===== config.mk =====
export PLATFORM = sky130hd
export DESIGN_NAME = newton_cubic_root_solver
export DESIGN_NICKNAME = d
export VERILOG_FILES = /design/src/sv/ncrs_pkg.sv /design/src/sv/ncrs_div.sv /design/src/sv/newton_cubic_root_solver.sv
export VERILOG_INCLUDE_DIRS = /design/src /design/src/sv
export SDC_FILE = /design/constraint.sdc
export NUM_CORES = 2
export LEC_CHECK = 0
export ABC_AREA = 0
export BUFFER_PORTS_ARGS = -buffer_cell sky130_fd_sc_hd__buf_2
export CELL_PAD_IN_SITES_DETAIL_PLACEMENT = 0
export CELL_PAD_IN_SITES_GLOBAL_PLACEMENT = 2
export CORE_AREA = 8 8 426 428
export CTS_BUF_LIST = sky130_fd_sc_hd__clkbuf_8
export CTS_CLUSTER_SIZE = 28
export DETAILED_ROUTE_END_ITERATION = 7
export DIE_AREA = 0 0 434 436
export PLACE_DENSITY_LB_ADDON = 0.2
export SYNTH_ARGS = -nofsm -noshare
export SYNTH_HDL_FRONTEND = slang
export SYNTH_SLANG_ARGS = --single-unit

===== constraint.sdc =====
create_clock -name clk -period 11.2 [get_ports clk]
set_input_delay 1.68 -clock clk [delete_from_list [all_inputs] [get_ports clk]]
set_output_delay 1.68 -clock clk [all_outputs]
set_load 0.02 [all_outputs]

===== src/sv/newton_cubic_root_solver_macros.svh =====
// assertion macros for the newton cubic root solver
// used by the top level; needs clk and rst in the including scope
`ifndef NEWTON_CUBIC_ROOT_SOLVER_MACROS_SVH
`define NEWTON_CUBIC_ROOT_SOLVER_MACROS_SVH

`ifndef SYNTHESIS
// checked property, held off while in reset
`define NCRS_ASSERT(lbl, prop, msg) \
  lbl: assert property (@(posedge clk) disable iff (rst) prop) else $error(msg);
// checked property, also checked during reset
`define NCRS_ASSERT_ALWAYS(lbl, prop, msg) \
  lbl: assert property (@(posedge clk) prop) else $error(msg);
`else
`define NCRS_ASSERT(lbl, prop, msg)
`define NCRS_ASSERT_ALWAYS(lbl, prop, msg)
`endif

`endif


===== src/sv/ncrs_pkg.sv =====
// shared types, constants and saturation helpers for the newton cubic root solver
// no dependencies
`default_nettype none

package ncrs_pkg;

  // fixed point format
  localparam int FRAC_BITS = 20;
  localparam int DIV_W     = 32 + FRAC_BITS;
  localparam int DIV_CW    = $clog2(DIV_W + 1);

  localparam logic signed [63:0] ONE_W   = 64'sd1 <<< FRAC_BITS;
  localparam logic signed [63:0] SAT_MAX = 64'sh0000_0000_7FFF_FFFF;
  localparam logic signed [63:0] SAT_MIN = -64'sh0000_0000_8000_0000;

  // register indexes
  localparam logic REG_STEP_TOLERANCE  = 1'b0;
  localparam logic REG_ITERATION_LIMIT = 1'b1;

  // result status codes
  localparam logic [1:0] OUT_CONVERGED  = 2'd0;
  localparam logic [1:0] OUT_LIMIT      = 2'd1;
  localparam logic [1:0] OUT_DERIV_ZERO = 2'd2;

  typedef enum logic [3:0] {
    S_IDLE,
    S_SQ,
    S_SQ_SAT,
    S_CUBE,
    S_FUNC,
    S_DIV_GO,
    S_DIV_WAIT,
    S_UPDATE,
    S_OUT
  } ncrs_state_t;

  typedef struct packed {
    logic start;
  } ncrs_div_ctl_t;

  typedef struct packed {
    logic busy;
    logic done;
  } ncrs_div_stat_t;

  // clamp a wide signed value to 32 bits
  function automatic logic signed [31:0] sat32(input logic signed [63:0] v);
    logic signed [31:0] r;
    if (v > SAT_MAX) r = 32'sh7FFF_FFFF;
    else if (v < SAT_MIN) r = 32'sh8000_0000;
    else r = v[31:0];
    return r;
  endfunction

  // floor of a product by one, then clamp
  function automatic logic signed [31:0] sat_shift(input logic signed [63:0] p);
    logic signed [63:0] s;
    s = p >>> FRAC_BITS;
    return sat32(s);
  endfunction

  // sign extend a word to 64 bits
  function automatic logic signed [63:0] sext(input logic signed [31:0] v);
    return {{32{v[31]}}, v};
  endfunction

endpackage

`default_nettype wire


===== src/sv/ncrs_div.sv =====
// bit-serial restoring divider: sat32(trunc(dividend * 2^FRAC_BITS / divisor))
// uses ncrs_pkg; one quotient bit per cycle
`default_nettype none

module ncrs_div import ncrs_pkg::*; (
  input  wire logic                 clk,
  input  wire logic                 rst,
  input  wire ncrs_div_ctl_t        ctl,
  input  wire logic signed [31:0]   dividend,
  input  wire logic signed [31:0]   divisor,
  output ncrs_div_stat_t            stat,
  output logic signed [31:0]        quotient
);

  logic              busy;
  logic              done;
  logic              neg;
  logic [DIV_W-1:0]  num;
  logic [DIV_W-1:0]  quo;
  logic [31:0]       den;
  logic [31:0]       rem;
  logic [DIV_CW-1:0] cnt;

  logic [32:0] trial;
  logic [32:0] diff;
  logic [31:0] num_mag;
  logic [31:0] den_mag;
  logic        hi_set;
  logic        pos_ovf;
  logic        neg_ovf;

  // operand magnitudes and one restoring step
  always_comb begin
    num_mag = dividend[31] ? 32'(-dividend) : 32'(dividend);
    den_mag = divisor[31] ? 32'(-divisor) : 32'(divisor);
    trial   = {rem, num[DIV_W-1]};
    diff    = trial - {1'b0, den};
  end

  // sequencing of the serial steps
  always_ff @(posedge clk) begin
    if (rst) begin
      busy <= 1'b0;
      done <= 1'b0;
    end else begin
      done <= 1'b0;
      if (ctl.start) begin
        busy <= 1'b1;
      end else if (busy && cnt == DIV_CW'(1)) begin
        busy <= 1'b0;
        done <= 1'b1;
      end
    end
  end

  // datapath
  always_ff @(posedge clk) begin
    if (ctl.start) begin
      neg <= dividend[31] ^ divisor[31];
      num <= {num_mag, {FRAC_BITS{1'b0}}};
      den <= den_mag;
      rem <= '0;
      quo <= '0;
      cnt <= DIV_CW'(DIV_W);
    end else if (busy) begin
      num <= {num[DIV_W-2:0], 1'b0};
      cnt <= cnt - DIV_CW'(1);
      if (!diff[32]) begin
        rem <= diff[31:0];
        quo <= {quo[DIV_W-2:0], 1'b1};
      end else begin
        rem <= trial[31:0];
        quo <= {quo[DIV_W-2:0], 1'b0};
      end
    end
  end

  // signed result with saturation
  always_comb begin
    hi_set  = |quo[DIV_W-1:32];
    pos_ovf = hi_set || quo[31];
    neg_ovf = hi_set || (quo[31] && (|quo[30:0]));
    if (!neg) quotient = pos_ovf ? 32'sh7FFF_FFFF : $signed(quo[31:0]);
    else quotient = neg_ovf ? 32'sh8000_0000 : $signed(32'(-quo[31:0]));
  end

  assign stat.busy = busy;
  assign stat.done = done;

endmodule

`default_nettype wire


===== src/sv/newton_cubic_root_solver.sv =====
// newton-raphson on x^3 - x - 2, signed fixed point, one word in, one word out
// each newton step: square, saturate, cube, function, divider start and wait, update,
//   then a residual pass and output load; the serial divider sets the step time
// throughput: one guess at a time; a new word is taken once the result is in the
//   output register. rst (synchronous) returns to idle, drops output valid, zeroes
//   estimate and step count and loads the register defaults (tolerance 1, limit 100)
`default_nettype none
`include "newton_cubic_root_solver_macros.svh"

module newton_cubic_root_solver import ncrs_pkg::*; (
  input  wire logic                clk,
  input  wire logic                rst,
  // configuration
  input  wire logic                cfg_write,
  input  wire logic                cfg_index,
  input  wire logic [30:0]         cfg_data,
  // input channel
  input  wire logic                in_valid,
  output logic                     in_stall,
  input  wire logic signed [31:0]  start_guess,
  // output channel
  output logic                     out_valid,
  input  wire logic                out_stall,
  output logic signed [31:0]       root_estimate,
  output logic [9:0]               steps_used,
  output logic signed [31:0]       residual,
  output logic [1:0]               outcome
);

  ncrs_state_t state;
  ncrs_state_t state_next;

  logic [30:0]        step_tolerance;
  logic [9:0]         iteration_limit;
  logic signed [31:0] estimate;
  logic [9:0]         step_count;
  logic signed [31:0] x2;
  logic signed [63:0] prod;
  logic signed [31:0] f;
  logic signed [31:0] d;
  logic               closing;
  logic [1:0]         status;

  logic signed [31:0] mul_a;
  logic signed [31:0] mul_b;
  logic signed [31:0] x3_now;
  logic signed [31:0] f_now;
  logic signed [31:0] d_now;
  logic signed [31:0] xn;
  logic signed [33:0] err_s;
  logic [33:0]        err;
  logic               out_load;

  ncrs_div_ctl_t      div_ctl;
  ncrs_div_stat_t     div_stat;
  logic signed [31:0] div_q;

  ncrs_div u_div (
    .clk      (clk),
    .rst      (rst),
    .ctl      (div_ctl),
    .dividend (f),
    .divisor  (d),
    .stat     (div_stat),
    .quotient (div_q)
  );

  // configuration registers
  always_ff @(posedge clk) begin
    if (rst) begin
      step_tolerance  <= 31'd1;
      iteration_limit <= 10'd100;
    end else if (cfg_write) begin
      unique case (cfg_index)
        REG_STEP_TOLERANCE:  step_tolerance  <= cfg_data;
        REG_ITERATION_LIMIT: iteration_limit <= cfg_data[9:0];
        default: ;
      endcase
    end
  end

  // shared multiplier operands and step arithmetic
  always_comb begin
    mul_a  = (state == S_CUBE) ? x2 : estimate;
    mul_b  = estimate;
    x3_now = sat_shift(prod);
    f_now  = sat32(sext(x3_now) - sext(estimate) - (ONE_W <<< 1));
    d_now  = sat32(sext(x2) + (sext(x2) <<< 1) - ONE_W);
    xn     = sat32(sext(estimate) - sext(div_q));
    err_s  = {xn[31], xn[31], xn} - {estimate[31], estimate[31], estimate};
    err    = err_s[33] ? 34'(-err_s) : 34'(err_s);
  end

  // sequencer
  always_comb begin
    state_next    = state;
    div_ctl.start = 1'b0;
    out_load      = 1'b0;
    in_stall      = (state != S_IDLE) || rst;
    unique case (state)
      S_IDLE:     if (in_valid) state_next = S_SQ;
      S_SQ:       state_next = S_SQ_SAT;
      S_SQ_SAT:   state_next = S_CUBE;
      S_CUBE:     state_next = S_FUNC;
      S_FUNC: begin
        if (closing || d_now == 32'sd0) state_next = S_OUT;
        else state_next = S_DIV_GO;
      end
      S_DIV_GO: begin
        div_ctl.start = 1'b1;
        state_next    = S_DIV_WAIT;
      end
      S_DIV_WAIT: if (div_stat.done) state_next = S_UPDATE;
      S_UPDATE: begin
        if (step_count >= iteration_limit || err <= {3'b000, step_tolerance}) begin
          state_next = S_SQ;
        end else begin
          state_next = S_SQ;
        end
      end
      S_OUT: begin
        if (!out_valid || !out_stall) begin
          out_load   = 1'b1;
          state_next = S_IDLE;
        end
      end
      default:    state_next = S_IDLE;
    endcase
  end

  // state and control registers
  always_ff @(posedge clk) begin
    if (rst) begin
      state      <= S_IDLE;
      out_valid  <= 1'b0;
      estimate   <= '0;
      step_count <= '0;
      closing    <= 1'b0;
      status     <= OUT_CONVERGED;
    end else begin
      state <= state_next;
      if (out_load) out_valid <= 1'b1;
      else if (!out_stall) out_valid <= 1'b0;
      unique case (state)
        S_IDLE: begin
          if (in_valid) begin
            estimate   <= start_guess;
            step_count <= '0;
            closing    <= 1'b0;
          end
        end
        S_FUNC: begin
          if (!closing) begin
            step_count <= step_count + 10'd1;
            if (d_now == 32'sd0) status <= OUT_DERIV_ZERO;
          end
        end
        S_UPDATE: begin
          estimate <= xn;
          if (step_count >= iteration_limit) begin
            status  <= OUT_LIMIT;
            closing <= 1'b1;
          end else if (err <= {3'b000, step_tolerance}) begin
            status  <= OUT_CONVERGED;
            closing <= 1'b1;
          end
        end
        default: ;
      endcase
    end
  end

  // arithmetic registers
  always_ff @(posedge clk) begin
    if (state == S_SQ || state == S_CUBE) prod <= mul_a * mul_b;
    if (state == S_SQ_SAT) x2 <= sat_shift(prod);
    if (state == S_FUNC) begin
      f <= f_now;
      d <= d_now;
    end
  end

  // output word register
  always_ff @(posedge clk) begin
    if (out_load) begin
      root_estimate <= estimate;
      steps_used    <= step_count;
      residual      <= f;
      outcome       <= status;
    end
  end

  // checks
  `NCRS_ASSERT(a_div_idle_when_ready, !in_stall |-> !div_stat.busy, "divider busy while ready")
  `NCRS_ASSERT(a_div_done_in_wait, div_stat.done |-> state == S_DIV_WAIT, "divider done outside wait")
  `NCRS_ASSERT(a_out_from_seq, $rose(out_valid) |-> $past(state == S_OUT), "result loaded out of order")
  `NCRS_ASSERT(a_steps_bounded, out_valid |-> (steps_used != 10'd0 && (steps_used <= iteration_limit || steps_used == 10'd1)), "step count out of range")

endmodule

`default_nettype wire

==> results.tsv <==
stage	metric	value	unit
status	status	completed	
synth	Synth cell types	85	
cts	clk sinks	464	
synth	Synth area leader	fa_1	
sta	Fin. Hold Viols	0	
cells_and_area	Fillers	17700	
synth	synthesized flop and latch total	464	
synth	Synth Warn #	0	
drt	via/cell ratio	5.17	
worst_setup_path	Worst Path Required	11.81	ns
worst_setup_path	WP data arrival	11.32	ns
placement	Final HPWL DP	188	mm
sta	Slew @ Worst Pin	1.23	ns
synth	Synth Instances	7402	
floorplanning	row count	154	
floorplanning	total core area	0.175	mm²
floorplanning	num ports	147	
sta	Final period util	95.6	%
grt	first-pass GRT wire length	348	mm
min_path	Hold Crit Class	flip-flop to flip-flop	
grt	gr busiest metal	met2	
worst_setup_path	CP startpoint kind	flip-flop	
placement	dpl ws	-0.452	ns
sta	Tmin final	10.71	ns
cts	CTS buffer count	82	
sta	# setup viols final	0	
synth	Mapped Area	0.0660	mm²
cells_and_area	share of cells above drive strength 1	10.8	%
worst_setup_path	CP Class	flip-flop to flip-flop	
floorplanning	Initial Util	37.7	%
placement	PortBufs	146	
cts	H-Tree Depth	3	
worst_setup_path	endpoint kind of the worst setup timing path	flip-flop	
synth	EDFF count, synth	281	
synth	Seq/Total Area, Yosys	18.3	%
cts	clock buffer depth	3	
cts	clk root buf	clkbuf_8	
grt	largest net degree at the start of global routing	84	
cells_and_area	most frequent cells in the layout	inv_1 (1,454), fa_1 (1,085), nand2_1 (1,061)	
synth	Yosys top cell area share	32.9	%
sta	Slew HR	18.1	%
sta	clk_skew	0.0824	ns
cells_and_area	synthesis-to-layout area growth	12.2	%
drt	DR iter-0 viols	3095	
cts	CTS tree	done	
worst_setup_path	WP buf/inv	3	
worst_setup_path	CP max stage cell	or4_4	
grt	gr ovfl total	0	
sta	Final Max Tran Viols	0	
sta	Fmax	93.4	MHz
drt	Final ANT Viol Nets	0	
cts	worst skew pair latency	0.80	ns
drt	vias	52300	
cells_and_area	most common cell after layout, fill and taps aside	inv_1	
grt	number of global-route vias before repair	54200	
cts	CTS clk-pin slew, worst paths	0.06	ns
grt	GR Layer Usage met2	40.0	%
synth	Main synth FF type	edfxtp_1	
synth	Async S/R FF share, synth	0	%
drt	drt wl/cell	23.0	µm
synth	Synthesized Nets	9007	
floorplanning	Die Wd	434	µm
worst_setup_path	Most common cell on crit path	or3_1	
cts	CTS Hold Bufs	0	
sta	setup ws final	0.492	ns
flow_run	Max-Cap Viols	0	
worst_setup_path	CP peak stage delay	0.58	ns
synth	top post-synthesis cells by area	fa_1 (33%), edfxtp_1 (13%), ha_1 (8.5%), inv_1 (8.2%), nand2_1 (6.1%)	
floorplanning	die footprint	0.189	mm²
worst_setup_path	crit-path max FO	4	
grt	Tot GR Track Use	24.3	%
drt	total iterations of the first detailed-routing run	6	
synth	Post-Syn Area per Cell	8.92	µm²
drt	DR DRC count	0	
worst_setup_path	family with the most delay on the worst path	simple AND/OR/NAND/NOR gates	
grt	met3 Resource Use GR	3.66	%
floorplanning	DIE HEIGHT	436	µm
drt	routed wire length	233	mm
placement	GP Congestion	0.922	
grt	initial antenna violation count	10	
cells_and_area	Final nets	9301	
grt	GR Layer Usage met1	32.6	%
[cell usage after synthesis, types with 35 or more instances]
master,instances
dfxtp_1,183
nand3_1,68
nand4_1,44
o31ai_1,51
nor2_1,472
edfxtp_1,281
or3_1,35
xnor2_1,167
ha_1,450
mux2i_1,65
nand2_1,1064
clkbuf_1,307
a21o_1,192
a21oi_1,323
and2_1,71
o21ai_0,284
fa_1,1086
nand2b_1,36
inv_1,1438
xor2_1,114
nor3_1,97
a211oi_1,41
[repair_timing]
| action | in CTS | in global routing |
|---|---|---|
| pin swaps | 1 | 43 |
| gates resized for setup | 11 | 95 |
| setup endpoints to repair | 3 | 3 |
| setup buffers | 0 | 11 |
[worst reg2reg max path: cells and delay by family (launching register included)]
kind | cells | cell delay [ns]
simple gates | 19 | 5.00
flops | 1 | 0.33
xor+xnor | 2 | 0.23
mux | 1 | 0.30
fa+ha+maj | 4 | 1.04
buf+inv | 3 | 0.31
compound gates | 16 | 3.35
[layer usage]
| layer | vias to the layer above | part of all wire [%] |
|---|---|---|
| met2 | 1332 | 47 |
| met1 | 26600 | 44 |
| li1 | 24100 | - |
| met3 | 319 | 5.5 |
| met4 | 6 | 4.2 |
| met5 | - | 0.019 |
[worst paths after layout]
path,startpoint,end,slack (ns),depth (start not counted)
max,u_div.quo[0]$_SDFFE_PP0P_,status[1]$_SDFFE_PP0P_,0.49,45
min,step_tolerance[18]$_SDFFE_PP0P_,step_tolerance[18]$_SDFFE_PP0P_,0.46,2
max reg2reg,u_div.quo[0]$_SDFFE_PP0P_,status[1]$_SDFFE_PP0P_,0.49,45
min reg2reg,step_tolerance[18]$_SDFFE_PP0P_,step_tolerance[18]$_SDFFE_PP0P_,0.46,2
[kinds of logic after synthesis]
logic type               synth area share [%]
AND/OR/NAND/NOR                          14.0
buffers and inverters                    10.1
adder cells (fa/ha/maj)                  41.8
AO/OA/AOI/OAI                            11.0
flip-flops                               18.3
XOR/XNOR                                 3.73
multiplexers                             1.04
[flip-flops by register name, indices dropped and copies added, names as in the netlist, 2 cells and up]
register,flops
u_div.quo,52
residual,32
iteration_limit,10
f,32
steps_used,10
d,32
status,2
u_div.rem,32
estimate,32
step_count,10
root_estimate,32
u_div.cnt,6
u_div.num,32
state,4
outcome,2
u_div.den,32
prod,44
x2,32
step_tolerance,31
[layout make-up]
type                            count  area, µm²  share of cell area, %
Multi-Input combinational cell   5167      47900                   64.7
Sequential cell                   464      12100                   16.4
Inverter                         1445       5430                   7.33
Timing Repair Buffer              536       3770                   5.09
Tap cell                         2340       2930                   3.95
Clock buffer                       92       1270                   1.71
Clock inverter                     61        638                  0.862
Antenna cell                        7       17.5                 0.0237
[metrics by stage]
| step | TNS, ns | utilization (%) | cells | hold WS [ns] | instance area [µm²] |
|---|---|---|---|---|---|
| 2_1_floorplan | 0 | - | 7402 | 0.409 | 66000 |
| 3_3_place_gp | -1.10 | 40.9 | 9941 | 0.443 | 71600 |
| 3_5_place_dp | -1.25 | 40.9 | 9941 | 0.450 | 71600 |
| 4_1_cts | 0 | 42.0 | 10100 | 0.460 | 73600 |
| 5_1_grt | -0.287 | 42.3 | 10100 | 0.479 | 74000 |
| 6_report | 0 | 42.3 | 10100 | 0.457 | 74000 |
Power is not shown: default switching activity piles up to over one toggle a cycle in this logic, so the estimate is an artifact.
